### config.mk
export PLATFORM = sky130hd
export DESIGN_NAME = qvr_queue
export DESIGN_NICKNAME = d
export VERILOG_FILES = /design/src/rtl/qvr_pkg.sv /design/src/rtl/qvr_queue.sv
export VERILOG_INCLUDE_DIRS = /design/src /design/src/rtl
export SDC_FILE = /design/constraint.sdc
export NUM_CORES = 1
export LEC_CHECK = 0
export BUFFER_PORTS_ARGS = -buffer_cell sky130_fd_sc_hd__buf_2
export CORE_AREA = 5 5 77 79
export CTS_CLUSTER_SIZE = 12
export DETAILED_ROUTE_END_ITERATION = 10
export DIE_AREA = 0 0 82 84
export SLEW_MARGIN = 20
export SYNTH_ARGS = -nofsm -noshare
export SYNTH_HDL_FRONTEND = slang
export SYNTH_SLANG_ARGS = --single-unit
### constraint.sdc
create_clock -name clk_i -period 5.7 [get_ports clk_i]
set_clock_uncertainty 0.15 [all_clocks]
set_input_delay 0.855 -clock clk_i [delete_from_list [all_inputs] [get_ports clk_i]]
set_output_delay 0.855 -clock clk_i [all_outputs]
set_load 0.01 [all_outputs]
### src/rtl/quaternion_vector_rotate_assert.svh
// Assertion macros shared by the quaternion vector rotator RTL.
`ifndef QUATERNION_VECTOR_ROTATE_ASSERT_SVH
`define QUATERNION_VECTOR_ROTATE_ASSERT_SVH

// Same-cycle implication, clocked on clk_i, held off during reset.
`define QVR_ASSERT_IMP(lbl, ante, cons, msg) \
  lbl: assert property (@(posedge clk_i) disable iff (!rst_ni) (ante) |-> (cons)) \
    else $error(msg);

// Next-cycle implication, clocked on clk_i, held off during reset.
`define QVR_ASSERT_NXT(lbl, ante, cons, msg) \
  lbl: assert property (@(posedge clk_i) disable iff (!rst_ni) (ante) |=> (cons)) \
    else $error(msg);

`endif

### src/rtl/qvr_pkg.sv
// Shared constants and width helpers for the quaternion vector rotator.
package qvr_pkg;

  localparam int unsigned VEC_WIDTH   = 24;
  localparam int unsigned QUAT_WIDTH  = 16;
  localparam int unsigned FRAC_SHIFT  = 28;
  localparam int unsigned QUEUE_DEPTH = 4;

  // Width of one component of the first Hamilton product q*v.
  function automatic int unsigned t_width(input int unsigned qw, input int unsigned vw);
    return qw + vw + 2;
  endfunction

endpackage

### src/rtl/qvr_queue.sv
// Small first-word-fall-through queue between front and back ends.
`include "quaternion_vector_rotate_assert.svh"

module qvr_queue #(
  parameter int unsigned DEPTH = qvr_pkg::QUEUE_DEPTH,
  parameter int unsigned WIDTH = 8
) (
  input  logic             clk_i,
  input  logic             rst_ni,
  input  logic             wr_valid_i,
  output logic             wr_ready_o,
  input  logic [WIDTH-1:0] wr_data_i,
  output logic             rd_valid_o,
  input  logic             rd_ready_i,
  output logic [WIDTH-1:0] rd_data_o
);

  localparam int unsigned PW = (DEPTH > 1) ? $clog2(DEPTH) : 1;
  localparam int unsigned CW = $clog2(DEPTH + 1);

  logic [WIDTH-1:0] mem_q [DEPTH];
  logic [PW-1:0]    wr_ptr_q, wr_ptr_d, rd_ptr_q, rd_ptr_d;
  logic [CW-1:0]    count_q, count_d;
  logic             push, pop;

  assign wr_ready_o = (count_q != CW'(DEPTH));
  assign rd_valid_o = (count_q != '0);
  assign push       = wr_valid_i && wr_ready_o;
  assign pop        = rd_valid_o && rd_ready_i;
  assign rd_data_o  = mem_q[rd_ptr_q];

  always_comb begin
    wr_ptr_d = wr_ptr_q;
    rd_ptr_d = rd_ptr_q;
    count_d  = count_q;
    if (push) begin
      wr_ptr_d = (wr_ptr_q == PW'(DEPTH - 1)) ? '0 : wr_ptr_q + 1'b1;
    end
    if (pop) begin
      rd_ptr_d = (rd_ptr_q == PW'(DEPTH - 1)) ? '0 : rd_ptr_q + 1'b1;
    end
    if (push && !pop) begin
      count_d = count_q + 1'b1;
    end else if (pop && !push) begin
      count_d = count_q - 1'b1;
    end
  end

  always_ff @(posedge clk_i or negedge rst_ni) begin
    if (!rst_ni) begin
      wr_ptr_q <= '0;
      rd_ptr_q <= '0;
      count_q  <= '0;
    end else begin
      wr_ptr_q <= wr_ptr_d;
      rd_ptr_q <= rd_ptr_d;
      count_q  <= count_d;
    end
  end

  always_ff @(posedge clk_i) begin
    if (push) begin
      mem_q[wr_ptr_q] <= wr_data_i;
    end
  end

  `QVR_ASSERT_IMP(a_count_bound, 1'b1, count_q <= CW'(DEPTH), "queue count beyond depth")
  `QVR_ASSERT_IMP(a_empty_ptrs, count_q == '0, wr_ptr_q == rd_ptr_q, "pointers differ when empty")
  `QVR_ASSERT_NXT(a_push_count, push && !pop, count_q == $past(count_q) + 1'b1, "push lost")

endmodule

==> flow_results.xml, run 1 <==
<?xml version="1.0" encoding="UTF-8"?>
<metrics>
  <group name="floorplanning">
    <metric name="initial_core_utilization" unit="%">30.25</metric>
    <metric name="ioPinCount" unit="">22</metric>
    <metric name="die_width" unit="µm">82</metric>
    <metric name="rows" unit="">27</metric>
    <metric name="die-area" unit="µm²">6888</metric>
    <metric name="core_area" unit="µm²">5270</metric>
    <metric name="die_height" unit="µm">84</metric>
  </group>
  <group name="final_layout">
    <metric name="diodes" unit="">0</metric>
    <metric name="synthToLayoutAreaGrowth" unit="%">16.56</metric>
    <metric name="layout-drive-gt1-share" unit="%">45.19</metric>
    <metric name="final_nets" unit="">123</metric>
    <metric name="finish.cell_count_without_fillers" unit="">176</metric>
    <metric name="postLayoutCellArea" unit="µm²">1858</metric>
  </group>
  <group name="route">
    <metric name="postRouteAntennaNets" unit="">0</metric>
    <metric name="route.detailed.vias_per_inst" unit="">4.466</metric>
    <metric name="detail_route.iter0.violations" unit="">24</metric>
    <metric name="post_dr_wirelength_cell" unit="µm">15.26</metric>
    <metric name="route.final.wire_length" unit="µm">2686</metric>
    <metric name="post-route-drc-count" unit="">0</metric>
    <metric name="route.vias.total" unit="">786</metric>
    <metric name="detail_route.first_pass.iterations" unit="">4</metric>
  </group>
  <group name="clock_network">
    <metric name="cts.clk_slew.worst_paths" unit="ns">0.07</metric>
    <metric name="postCtsSetupRepairBufs" unit="">0</metric>
    <metric name="htree_levels" unit="">2</metric>
    <metric name="clk_path_buf_depth" unit="">2</metric>
    <metric name="cts_resized" unit="">0</metric>
    <metric name="cts-hold-fix-buffers" unit="">0</metric>
    <metric name="ctsRootBufferMaster" unit="">sky130_fd_sc_hd__clkbuf_8</metric>
    <metric name="tritoncts" unit="">built</metric>
    <metric name="clock_latency" unit="ns">0.28</metric>
    <metric name="cts_sinks" unit="">39</metric>
    <metric name="numCtsBuffers" unit="">5</metric>
  </group>
  <group name="synthesis">
    <metric name="postSynthAreaPerCell" unit="µm²">20.44</metric>
    <metric name="most_frequent_cell_after_synthesis" unit="">sky130_fd_sc_hd__edfxtp_1</metric>
    <metric name="synth_top_flop_cell" unit="">sky130_fd_sc_hd__edfxtp_1</metric>
    <metric name="post_synth_edffs" unit="">32</metric>
    <metric name="syn_nets" unit="">97</metric>
    <metric name="seq_area_frac_synth" unit="%">71.27</metric>
    <metric name="synth.yosys.warnings" unit="">0</metric>
    <metric name="synthArstFlopShare" unit="%">17.95</metric>
    <metric name="synthDominantCellAreaShare" unit="%">60.28</metric>
    <metric name="synth.cells.most_frequent" unit="">sky130_fd_sc_hd__edfxtp_1 (32), sky130_fd_sc_hd__mux4_2 (8), sky130_fd_sc_hd__dfrtp_1 (7), sky130_fd_sc_hd__ha_1 (6), sky130_fd_sc_hd__and3_2 (4)</metric>
    <metric name="cells_after_synth" unit="">78</metric>
    <metric name="synth.top_cells.by_area" unit="">sky130_fd_sc_hd__edfxtp_1 (60%), sky130_fd_sc_hd__mux4_2 (11%), sky130_fd_sc_hd__dfrtp_1 (11%), sky130_fd_sc_hd__ha_1 (4.7%), sky130_fd_sc_hd__mux2_2 (2.1%)</metric>
    <metric name="synth_seq_cells" unit="">39</metric>
    <metric name="synthDistinctLibCells" unit="">18</metric>
    <metric name="netlist_area" unit="µm²">1594</metric>
    <metric name="netlist.top_cell.by_area" unit="">sky130_fd_sc_hd__edfxtp_1</metric>
  </group>
  <group name="global_routing">
    <metric name="first_pass_grt_wire_length" unit="µm">4498</metric>
    <metric name="gr-usage-all-layers" unit="%">9.000</metric>
    <metric name="grt_pass1_vias" unit="">916</metric>
    <metric name="maximum_number_of_pins_on_one_net_before_global_route_repair" unit="">12</metric>
    <metric name="globalRouteOverflowTotal" unit="">0</metric>
    <metric name="antenna_found_initial" unit="">0</metric>
  </group>
  <group name="place">
    <metric name="place_ws" unit="ns">3.208</metric>
    <metric name="placedInstanceArea" unit="µm²">1780</metric>
    <metric name="dpl.cell_count" unit="">169</metric>
    <metric name="hpwl" unit="µm">1912</metric>
    <metric name="gp_congestion" unit="">0.6963</metric>
    <metric name="port_buffers" unit="">21</metric>
  </group>
  <group name="worst_setup_path">
    <metric name="critPathMaxFanout" unit="">11</metric>
    <metric name="arrival" unit="ns">1.73</metric>
    <metric name="criticalPathCategory" unit="">flop to primary output</metric>
    <metric name="critPathCaptureType" unit="">primary output</metric>
    <metric name="start_kind" unit="">flop</metric>
    <metric name="critical_path_required" unit="ns">4.70</metric>
  </group>
  <group name="pwr">
    <metric name="power.ir.vdd_worst" unit="V">0.0001829</metric>
    <metric name="power.leakage" unit="nW">0.6937</metric>
    <metric name="areal_power_density_over_the_cells" unit="nW/µm²">491.1</metric>
  </group>
  <group name="outcome">
    <metric name="status" unit="">finished clean</metric>
  </group>
  <group name="sta">
    <metric name="setup_repair_after_global_routing_missed_its_margin" unit="">no</metric>
    <metric name="relSlewSlack" unit="%">61.25</metric>
    <metric name="final_critical_path_time_including_i_o_delays_and_setup" unit="ns">2.731</metric>
    <metric name="slack_of_the_critical_path" unit="ns">2.969</metric>
    <metric name="timing.final.max_slew_violations" unit="">0</metric>
    <metric name="finalCritPeriodShare" unit="%">47.91</metric>
    <metric name="fin_tns_setup" unit="ns">0</metric>
    <metric name="report.final.hold_viol_count" unit="">0</metric>
    <metric name="worst_hold_slack" unit="ns">0.2393</metric>
    <metric name="worstMarginPinSlew" unit="ns">0.5813</metric>
    <metric name="fmax" unit="MHz">366.2</metric>
    <metric name="report.final.setup_viol" unit="">0</metric>
  </group>
  <group name="flow_run">
    <metric name="drv.max_cap_violation_count" unit="">0</metric>
  </group>
  <group name="min_path">
    <metric name="min_path_type" unit="">primary input to asynchronous set/reset pin</metric>
  </group>
</metrics>
==> worst max-delay path, cell delays in order (launching register included) <==
cell and delay (ns):
sky130_fd_sc_hd__dfrtp_1 0.71, sky130_fd_sc_hd__mux4_2 0.57, sky130_fd_sc_hd__buf_2 0.15
==> path summary, 6_finish.rpt <==
kind | cells after the start | slack [ns] | start | end
max in group asynchronous | 1 | 5.00 | rst_ni | rd_ptr_q[0]
worst min-delay path | 1 | 0.24 | rst_ni | count_q[2]
worst max register to register | 8 | 3.29 | count_q[0] | count_q[2]
worst min register to register | 1 | 0.34 | count_q[2] | count_q[2]
min in group clk_i | 1 | 0.34 | count_q[2] | count_q[2]
worst max-delay path | 2 | 2.97 | rd_ptr_q[0] | rd_data_o[6]
==> cells in the final DEF, fill, tap and decap left out, types with 2 or more instances in the layout <==
master / count
sky130_fd_sc_hd__inv_1: 3
sky130_fd_sc_hd__buf_2: 21
sky130_fd_sc_hd__xor2_1: 2
sky130_fd_sc_hd__mux4_2: 8
sky130_fd_sc_hd__clkbuf_8: 5
sky130_fd_sc_hd__mux2_4: 2
sky130_fd_sc_hd__nor2_1: 3
sky130_fd_sc_hd__dfrtp_1: 7
sky130_fd_sc_hd__mux2_2: 3
sky130_fd_sc_hd__ha_1: 6
sky130_fd_sc_hd__edfxtp_1: 32
sky130_fd_sc_hd__and3_2: 4
==> layout make-up <==
type                       count  area, µm²
clock buffer                   5      68.82
tap                           72      90.09
fill                         516       3412
multi-input combinational     34      437.9
inverter                       3      11.26
sequential                    39       1136
timing repair buffer          21      105.1
clock inverter                 2      8.758
==> metal layers <==
layer / track usage (%) / share of wire (%) / vias up
met5: 0 / 0 / -
met4: 3.776 / 2.6 / 0
met3: 4.428 / 7.3 / 7
met2: 13.89 / 48 / 28
met1: 10.47 / 42 / 398
li1: - / - / 353
==> metrics by stage <==
step / utilization (%) / total power (W)
finish: 35.26 / 0.0009124
global route: 35.26 / 0.0009802
CTS: 35.26 / 0.0009297
detailed placement: 33.78 / 0.0007622
global placement: 33.78 / 0.0007408
floorplan: - / 0.0006576
==> state kept, by name, indices dropped and copies added, names as in the netlist <==
| name | cells |
|---|---|
| rd_ptr_q | 2 |
| mem_q | 32 |
| wr_ptr_q | 2 |
| count_q | 3 |
==> logic make-up (layout without fill, tap and decap cells) <==
kind of cell | count (synthesis) | count (layout) | synth area share, %
flops | 39 | 39 | 71.27
buf+inv | 5 | 31 | 1.255
simple gates | 11 | 11 | 4.553
mux | 13 | 13 | 15.31
xor+xnor | 3 | 3 | 1.649
fa+ha+maj | 7 | 7 | 5.965
==> report_power, final <==
| part | internal [W] | switching (W) | leakage (nW) |
|---|---|---|---|
| combinational | 0.000164 | 0.000130 | 0.277 |
| sequential | 0.000386 | 0.0000617 | 0.375 |
| clock | 0.0000814 | 0.0000890 | 0.0414 |
No activity file was read; power rests on OpenSTA's default activity.
==> run 2, diff against run 1 <==
- ABC_AREA: not set -> 1
- CORE_AREA: 5 5 77 79 -> 5 5 81 83
- DIE_AREA: 0 0 82 84 -> 0 0 86 88
- clock period: 5.7 -> 2.5 ns (I/O delays scaled with it)
==> run 2 against run 1 <==
  * First-iteration DRC count is 92% higher
  * Setup slack got worse by 2.5 ns
  * Register-to-register slack lost 2.7 ns
  * Non-clock buffer count increased by 6
  * Via count grew 34%
  * Total power rose to 2.6 times the previous value
  * Largest cell class unchanged
  * Global-route usage is 0.10 points lower
  * Flip-flop and latch count unchanged
  * Critical path type unchanged
  * Sequential share of layout area is 6.5 points lower
==> flow_results.xml, run 2 <==
<?xml version="1.0" encoding="UTF-8"?>
<metrics>
  <group name="place">
    <metric name="gp_congestion" unit="">0.7091</metric>
    <metric name="dpl.cell_count" unit="">248</metric>
    <metric name="hpwl" unit="µm">2040</metric>
    <metric name="port_buffers" unit="">21</metric>
  </group>
  <group name="pwr">
    <metric name="power.ir.vdd_worst" unit="V">0.0003723</metric>
    <metric name="net_switching" unit="W">0.0008190</metric>
    <metric name="power.internal" unit="W">0.001596</metric>
    <metric name="areal_power_density_over_the_cells" unit="nW/µm²">1161</metric>
    <metric name="power.leakage" unit="nW">0.9012</metric>
    <metric name="p_sw_share" unit="%">33.91</metric>
    <metric name="p_total" unit="W">0.002415</metric>
    <metric name="comb_power_share" unit="%">34.8</metric>
    <metric name="power.clock.fraction" unit="%">25.4</metric>
    <metric name="p_seq_share" unit="%">39.8</metric>
  </group>
  <group name="clock_network">
    <metric name="ctsRootBufferMaster" unit="">sky130_fd_sc_hd__clkbuf_8</metric>
    <metric name="clk_path_buf_depth" unit="">2</metric>
    <metric name="numCtsBuffers" unit="">5</metric>
    <metric name="clock_latency" unit="ns">0.29</metric>
    <metric name="postCtsSetupRepairBufs" unit="">0</metric>
    <metric name="htree_levels" unit="">2</metric>
    <metric name="cts.clk_slew.worst_paths" unit="ns">0.08</metric>
    <metric name="cts_resized" unit="">0</metric>
    <metric name="cts-hold-fix-buffers" unit="">1</metric>
    <metric name="tritoncts" unit="">built</metric>
    <metric name="cts_sinks" unit="">39</metric>
  </group>
  <group name="route">
    <metric name="post_dr_wirelength_cell" unit="µm">11.34</metric>
    <metric name="detail_route.first_pass.iterations" unit="">4</metric>
    <metric name="post-route-drc-count" unit="">0</metric>
    <metric name="route.vias.total" unit="">1056</metric>
    <metric name="route.detailed.vias_per_inst" unit="">4.109</metric>
    <metric name="postRouteAntennaNets" unit="">0</metric>
    <metric name="detail_route.iter0.violations" unit="">46</metric>
    <metric name="route.final.wire_length" unit="µm">2914</metric>
  </group>
  <group name="sta">
    <metric name="finalCritPeriodShare" unit="%">82.29</metric>
    <metric name="final_critical_path_time_including_i_o_delays_and_setup" unit="ns">2.057</metric>
    <metric name="fin_tns_setup" unit="ns">0</metric>
    <metric name="relSlewSlack" unit="%">73.58</metric>
    <metric name="worstMarginPinSlew" unit="ns">0.3963</metric>
    <metric name="fmax" unit="MHz">486.1</metric>
    <metric name="report.final.hold_viol_count" unit="">0</metric>
    <metric name="timing.final.max_slew_violations" unit="">0</metric>
    <metric name="worst_hold_slack" unit="ns">0.1472</metric>
    <metric name="setup_repair_after_global_routing_missed_its_margin" unit="">no</metric>
    <metric name="report.final.setup_viol" unit="">0</metric>
  </group>
  <group name="min_path">
    <metric name="hp-start" unit="">wr_data_i[7]</metric>
    <metric name="min_path_type" unit="">primary input to flop</metric>
  </group>
  <group name="synthesis">
    <metric name="most_frequent_cell_after_synthesis" unit="">sky130_fd_sc_hd__nand2_1</metric>
    <metric name="synthDistinctLibCells" unit="">16</metric>
    <metric name="post_synth_edffs" unit="">32</metric>
    <metric name="seq_area_frac_synth" unit="%">64.76</metric>
    <metric name="synth_seq_cells" unit="">39</metric>
    <metric name="synthArstFlopShare" unit="%">17.95</metric>
    <metric name="synth_top_flop_cell" unit="">sky130_fd_sc_hd__edfxtp_1</metric>
    <metric name="synthDominantCellAreaShare" unit="%">54.78</metric>
    <metric name="synth.cells.most_frequent" unit="">sky130_fd_sc_hd__nand2_1 (37), sky130_fd_sc_hd__edfxtp_1 (32), sky130_fd_sc_hd__inv_1 (29), sky130_fd_sc_hd__o211ai_1 (16), sky130_fd_sc_hd__dfrtp_1 (7)</metric>
    <metric name="synth.top_cells.by_area" unit="">sky130_fd_sc_hd__edfxtp_1 (55%), sky130_fd_sc_hd__dfrtp_1 (10%), sky130_fd_sc_hd__nand2_1 (7.9%), sky130_fd_sc_hd__o211ai_1 (6.8%), sky130_fd_sc_hd__inv_1 (6.2%)</metric>
    <metric name="syn_nets" unit="">171</metric>
    <metric name="cells_after_synth" unit="">152</metric>
    <metric name="netlist.top_cell.by_area" unit="">sky130_fd_sc_hd__edfxtp_1</metric>
    <metric name="postSynthAreaPerCell" unit="µm²">11.54</metric>
    <metric name="netlist_area" unit="µm²">1754</metric>
    <metric name="synth.yosys.warnings" unit="">0</metric>
  </group>
  <group name="final_layout">
    <metric name="layout_commonest_cell" unit="">sky130_fd_sc_hd__nand2_1</metric>
    <metric name="layout-drive-gt1-share" unit="%">20.88</metric>
    <metric name="finish.cell_count_without_fillers" unit="">257</metric>
    <metric name="multi_input_area" unit="µm²">449.2</metric>
    <metric name="synthToLayoutAreaGrowth" unit="%">18.62</metric>
    <metric name="registers.top_by_ff_count" unit="">mem_q</metric>
    <metric name="final_nets" unit="">200</metric>
    <metric name="layout.area.seq" unit="µm²">1136</metric>
    <metric name="largest_register_ffs" unit="">32</metric>
    <metric name="diodes" unit="">0</metric>
    <metric name="layout_top_registers" unit="">mem_q (32), count_q (3)</metric>
    <metric name="postLayoutCoreUtil" unit="%">36.00</metric>
    <metric name="mostFrequentLayoutCells" unit="">sky130_fd_sc_hd__nand2_1 (37), sky130_fd_sc_hd__edfxtp_1 (32), sky130_fd_sc_hd__inv_1 (29), sky130_fd_sc_hd__buf_2 (21), sky130_fd_sc_hd__o211ai_1 (16)</metric>
    <metric name="num-fill-cells" unit="">579</metric>
  </group>
  <group name="worst_setup_path">
    <metric name="critical-path-max-stage-delay" unit="ns">0.59</metric>
    <metric name="criticalPathCategory" unit="">flop to primary output</metric>
    <metric name="critPathMaxFanout" unit="">11</metric>
    <metric name="start_kind" unit="">flop</metric>
    <metric name="worstPathCellList" unit="">inv_1 &gt; o211ai_1 &gt; nand2_1 &gt; buf_2</metric>
    <metric name="critical_path.startpoint" unit="">rd_ptr_q[1]</metric>
    <metric name="crit_path_buf_inv_count" unit="">2</metric>
    <metric name="arrival" unit="ns">1.53</metric>
    <metric name="r2r-start" unit="">count_q[1]</metric>
    <metric name="path_delay_family" unit="">flip-flops</metric>
    <metric name="critPathCaptureType" unit="">primary output</metric>
    <metric name="critical_path_required" unit="ns">1.98</metric>
    <metric name="timing.critical_path.slowest_stage_cell" unit="">sky130_fd_sc_hd__dfrtp_1</metric>
  </group>
  <group name="floorplanning">
    <metric name="ioPinCount" unit="">22</metric>
    <metric name="initial_core_utilization" unit="%">30.35</metric>
    <metric name="die_height" unit="µm">88</metric>
    <metric name="die_width" unit="µm">86</metric>
    <metric name="die-area" unit="µm²">7568</metric>
    <metric name="core_area" unit="µm²">5781</metric>
    <metric name="rows" unit="">28</metric>
  </group>
  <group name="global_routing">
    <metric name="gr-usage-all-layers" unit="%">8.898</metric>
    <metric name="antenna_found_initial" unit="">0</metric>
    <metric name="maximum_number_of_pins_on_one_net_before_global_route_repair" unit="">36</metric>
    <metric name="globalRouteOverflowTotal" unit="">0</metric>
    <metric name="first_pass_grt_wire_length" unit="µm">5071</metric>
    <metric name="grt_pass1_vias" unit="">1073</metric>
  </group>
  <group name="outcome">
    <metric name="status" unit="">finished clean</metric>
  </group>
  <group name="flow_run">
    <metric name="drv.max_cap_violation_count" unit="">0</metric>
  </group>
</metrics>
[run 2: logic make-up after synthesis]
logic type,count (synthesis),synth area share (%)
and+or+nand+nor,53,12.55
DFF,39,64.76
buffers and inverters,35,9.628
AOI/OAI and AO/OA,17,7.133
adders and majority gates,7,5.421
xor gates and xnor gates,1,0.4994
[run 2: power groups by stage]
stage	logic, W	clock network [W]	registers, W
after floorplan	0.000664	0	0.000948
after global placement	0.000847	0	0.000979
after detailed placement	0.000872	0	0.000980
after CTS	0.000873	0.000631	0.000966
after global routing	0.000989	0.000659	0.000984
final	0.000840	0.000614	0.000962
[run 2: area by class of cell]
cell class / count / area share [%]
inverter: 30 / 5.412
sequential: 39 / 54.60
tap: 75 / 4.510
clock inverter: 3 / 3.247
clock buffer: 5 / 3.307
timing repair buffer: 27 / 7.336
multi-input combinational: 78 / 21.59
[run 2: routing by layer]
metal / vias to the layer above / global-route usage (%) / part of all wire, %
li1: 558 / - / -
met1: 477 / 10.73 / 45
met2: 16 / 14.23 / 48
met3: 5 / 2.822 / 4.5
met4: 0 / 4.748 / 2.4
met5: - / 0 / 0
[run 2: through the flow]
step / area [µm²] / setup WS (ns)
2_1_floorplan: 1754 / 0.6298
3_3_place_gp: 1934 / 0.5726
3_5_place_dp: 1934 / 0.5282
4_1_cts: 2081 / 0.3626
5_1_grt: 2081 / 0.2614
6_report: 2081 / 0.4427
[run 2: final timing paths]
path / endpoint / slack [ns] / depth (start not counted)
hold / removal: mem_q[0][7] / 0.15 / 1
setup / recovery: rd_data_o[0] / 0.44 / 4
max in group asynchronous: count_q[2] / 1.74 / 2
setup reg to reg: count_q[1] / 0.55 / 9
hold reg to reg: count_q[2] / 0.38 / 2
min in group asynchronous: count_q[1] / 0.30 / 2
[run 2: worst register-to-register path, delay by kind of cell, from the launching register on]
kind	cells	cell delay (ns)
adders and majority gates	2	0.62
DFF	1	0.40
and+or+nand+nor	3	0.34
buffers and inverters	3	0.25
AOI/OAI and AO/OA	1	0.08
==> run 3, diff against run 2 <==
- clock period: 2.5 -> 2.1 ns (I/O delays scaled with it)
==> run 3 against run 2 <==
  * Utilization increased by 0.13 points
  * Die area unchanged
  * Wire length increased by 3.9%
  * Clock power increased by 19%
  * Flip-flop and latch count unchanged
  * Cell count increased by 0.39%
  * Count of clock-buffer cells in the layout unchanged
  * Global-route usage increased by 0.25 points
  * Via count increased by 2.6%
  * Sequential power increased by 16%
  * Register-to-register slack got worse by 0.37 ns
  * Worst hold slack got worse by 0.054 ns
  * Critical path type is now flop to flop
==> flow_results.xml, run 3 (same netlist as run 2, synthesis figures left out) <==
<?xml version="1.0" encoding="UTF-8"?>
<metrics>
  <group name="floorplanning">
    <metric name="rows" unit="">28</metric>
    <metric name="core_area" unit="µm²">5781</metric>
    <metric name="ioPinCount" unit="">22</metric>
    <metric name="die_width" unit="µm">86</metric>
    <metric name="die-area" unit="µm²">7568</metric>
    <metric name="initial_core_utilization" unit="%">30.35</metric>
    <metric name="die_height" unit="µm">88</metric>
  </group>
  <group name="sta">
    <metric name="timing.final.max_slew_violations" unit="">0</metric>
    <metric name="worst_hold_slack" unit="ns">0.09327</metric>
    <metric name="relSlewSlack" unit="%">77.65</metric>
    <metric name="final_critical_path_time_including_i_o_delays_and_setup" unit="ns">1.922</metric>
    <metric name="fmax" unit="MHz">520.2</metric>
    <metric name="report.final.setup_viol" unit="">0</metric>
    <metric name="finalCritPeriodShare" unit="%">91.54</metric>
    <metric name="report.final.hold_viol_count" unit="">0</metric>
    <metric name="worstMarginPinSlew" unit="ns">0.3353</metric>
    <metric name="setup_repair_after_global_routing_missed_its_margin" unit="">no</metric>
    <metric name="fin_tns_setup" unit="ns">0</metric>
  </group>
  <group name="outcome">
    <metric name="status" unit="">finished clean</metric>
  </group>
  <group name="route">
    <metric name="detail_route.first_pass.iterations" unit="">4</metric>
    <metric name="route.vias.total" unit="">1083</metric>
    <metric name="route.final.wire_length" unit="µm">3027</metric>
    <metric name="postRouteAntennaNets" unit="">0</metric>
    <metric name="post-route-drc-count" unit="">0</metric>
    <metric name="detail_route.iter0.violations" unit="">80</metric>
    <metric name="post_dr_wirelength_cell" unit="µm">11.73</metric>
    <metric name="route.detailed.vias_per_inst" unit="">4.198</metric>
  </group>
  <group name="final_layout">
    <metric name="synthToLayoutAreaGrowth" unit="%">19.04</metric>
    <metric name="layout-drive-gt1-share" unit="%">21.31</metric>
    <metric name="layout_top_registers" unit="">mem_q (32), count_q (3)</metric>
    <metric name="mostFrequentLayoutCells" unit="">sky130_fd_sc_hd__nand2_1 (37), sky130_fd_sc_hd__edfxtp_1 (32), sky130_fd_sc_hd__inv_1 (29), sky130_fd_sc_hd__buf_2 (21), sky130_fd_sc_hd__o211ai_1 (16)</metric>
    <metric name="finish.cell_count_without_fillers" unit="">258</metric>
    <metric name="diodes" unit="">0</metric>
    <metric name="postLayoutCellArea" unit="µm²">2088</metric>
    <metric name="final_nets" unit="">201</metric>
    <metric name="registers.top_by_ff_count" unit="">mem_q</metric>
    <metric name="layout_commonest_cell" unit="">sky130_fd_sc_hd__nand2_1</metric>
    <metric name="largest_register_ffs" unit="">32</metric>
    <metric name="num-fill-cells" unit="">591</metric>
    <metric name="postLayoutCoreUtil" unit="%">36.13</metric>
  </group>
  <group name="worst_setup_path">
    <metric name="criticalPathCategory" unit="">flop to flop</metric>
    <metric name="reg2reg_slack" unit="ns">0.18</metric>
    <metric name="worstRegToRegCells" unit="">9</metric>
    <metric name="critical_path_required" unit="ns">2.12</metric>
    <metric name="start_kind" unit="">flop</metric>
    <metric name="r2r-start" unit="">count_q[1]</metric>
    <metric name="critPathCaptureType" unit="">flop</metric>
    <metric name="rr_endpoint" unit="">count_q[1]</metric>
    <metric name="arrival" unit="ns">1.94</metric>
    <metric name="critPathMaxFanout" unit="">7</metric>
  </group>
  <group name="clock_network">
    <metric name="clock_latency" unit="ns">0.28</metric>
    <metric name="cts.clk_slew.worst_paths" unit="ns">0.08</metric>
    <metric name="clk_path_buf_depth" unit="">2</metric>
    <metric name="postCtsSetupRepairBufs" unit="">0</metric>
    <metric name="tritoncts" unit="">built</metric>
    <metric name="htree_levels" unit="">2</metric>
    <metric name="ctsRootBufferMaster" unit="">sky130_fd_sc_hd__clkbuf_8</metric>
    <metric name="cts_sinks" unit="">39</metric>
    <metric name="numCtsBuffers" unit="">5</metric>
  </group>
  <group name="min_path">
    <metric name="min_path_type" unit="">primary input to flop</metric>
    <metric name="hold_depth" unit="">1</metric>
    <metric name="hp-start" unit="">wr_data_i[4]</metric>
    <metric name="hold_path_end" unit="">mem_q[0][4]</metric>
  </group>
  <group name="place">
    <metric name="hpwl" unit="µm">2091</metric>
    <metric name="gp_congestion" unit="">0.7300</metric>
    <metric name="port_buffers" unit="">21</metric>
    <metric name="dpl.cell_count" unit="">249</metric>
    <metric name="placedInstanceArea" unit="µm²">1942</metric>
  </group>
  <group name="global_routing">
    <metric name="grt_pass1_vias" unit="">1116</metric>
    <metric name="gr-usage-all-layers" unit="%">9.152</metric>
    <metric name="first_pass_grt_wire_length" unit="µm">5299</metric>
    <metric name="globalRouteOverflowTotal" unit="">0</metric>
    <metric name="maximum_number_of_pins_on_one_net_before_global_route_repair" unit="">36</metric>
    <metric name="antenna_found_initial" unit="">0</metric>
  </group>
  <group name="pwr">
    <metric name="power.leakage" unit="nW">0.9062</metric>
    <metric name="power.ir.vdd_worst" unit="V">0.0003768</metric>
    <metric name="areal_power_density_over_the_cells" unit="nW/µm²">1390</metric>
  </group>
  <group name="flow_run">
    <metric name="drv.max_cap_violation_count" unit="">0</metric>
  </group>
</metrics>
[run 3: changes by cell type in the layout (fill, tap and decap cells not counted), sizes merged]
cell  delta
buf      +1
[run 3: layer usage]
metal  GRT usage, %  up-vias  wire length (µm)
li1               -      561                 -
met1          11.07      498              1381
met2          15.35       20              1484
met3          2.540        4               107
met4          3.885        0                53
met5              0        -                 0
[run 3: what timing repair did]
item                                   in CTS  in global routing
hold buffers                                1                  0
endpoints found under the hold margin       7                  0
gates resized for setup                     0                  0
[run 3: how the worst max path moves through the flow]
stage | slack, ns | from | cells past startpoint | to
detailed placement | 0.16 | count_q[1] | 9 | count_q[1]
global placement | 0.21 | count_q[1] | 9 | count_q[1]
CTS | 0.15 | count_q[1] | 9 | count_q[1]
floorplan | 0.23 | count_q[1] | 10 | count_q[2]
global route | 0.02 | count_q[1] | 9 | count_q[1]
finish | 0.18 | count_q[1] | 9 | count_q[1]
[run 3: critical path, cell delays in order (launching register included)]
cell and delay [ns]:
sky130_fd_sc_hd__dfrtp_1 0.40, sky130_fd_sc_hd__inv_1 0.10, sky130_fd_sc_hd__nand3_2 0.11, sky130_fd_sc_hd__nand2_2 0.13, sky130_fd_sc_hd__inv_1 0.06, sky130_fd_sc_hd__ha_1 0.20, sky130_fd_sc_hd__inv_1 0.09, sky130_fd_sc_hd__fa_1 0.42
sky130_fd_sc_hd__nand2_1 0.07, sky130_fd_sc_hd__o21ai_0 0.08
[run 3: stage by stage]
stage,total power [W],worst slack [ns]
3_3_place_gp,0.002199,0.2062
6_report,0.002903,0.1776
3_5_place_dp,0.002220,0.1576
2_1_floorplan,0.001919,0.2298
5_1_grt,0.003146,0.02039
4_1_cts,0.002957,0.1501
[run 3: cell type report]
type	instances	area [µm²]	share of cell area (%)
clock buffer	5	68.82	3.295
clock inverter	3	67.56	3.235
inverter	30	112.6	5.392
multi-input combinational	78	449.2	21.51
sequential	39	1136	54.40
tap	75	93.84	4.494
timing repair buffer	28	160.2	7.669
[run 3: report_power, final]
part	internal (W)	leakage (nW)	switching (W)	total [W]
combinational	0.000402	0.464	0.000650	0.00105
sequential	0.00104	0.378	0.0000796	0.00112
clock	0.000474	0.0644	0.000259	0.000733
total	0.00191	0.906	0.000989	0.00290
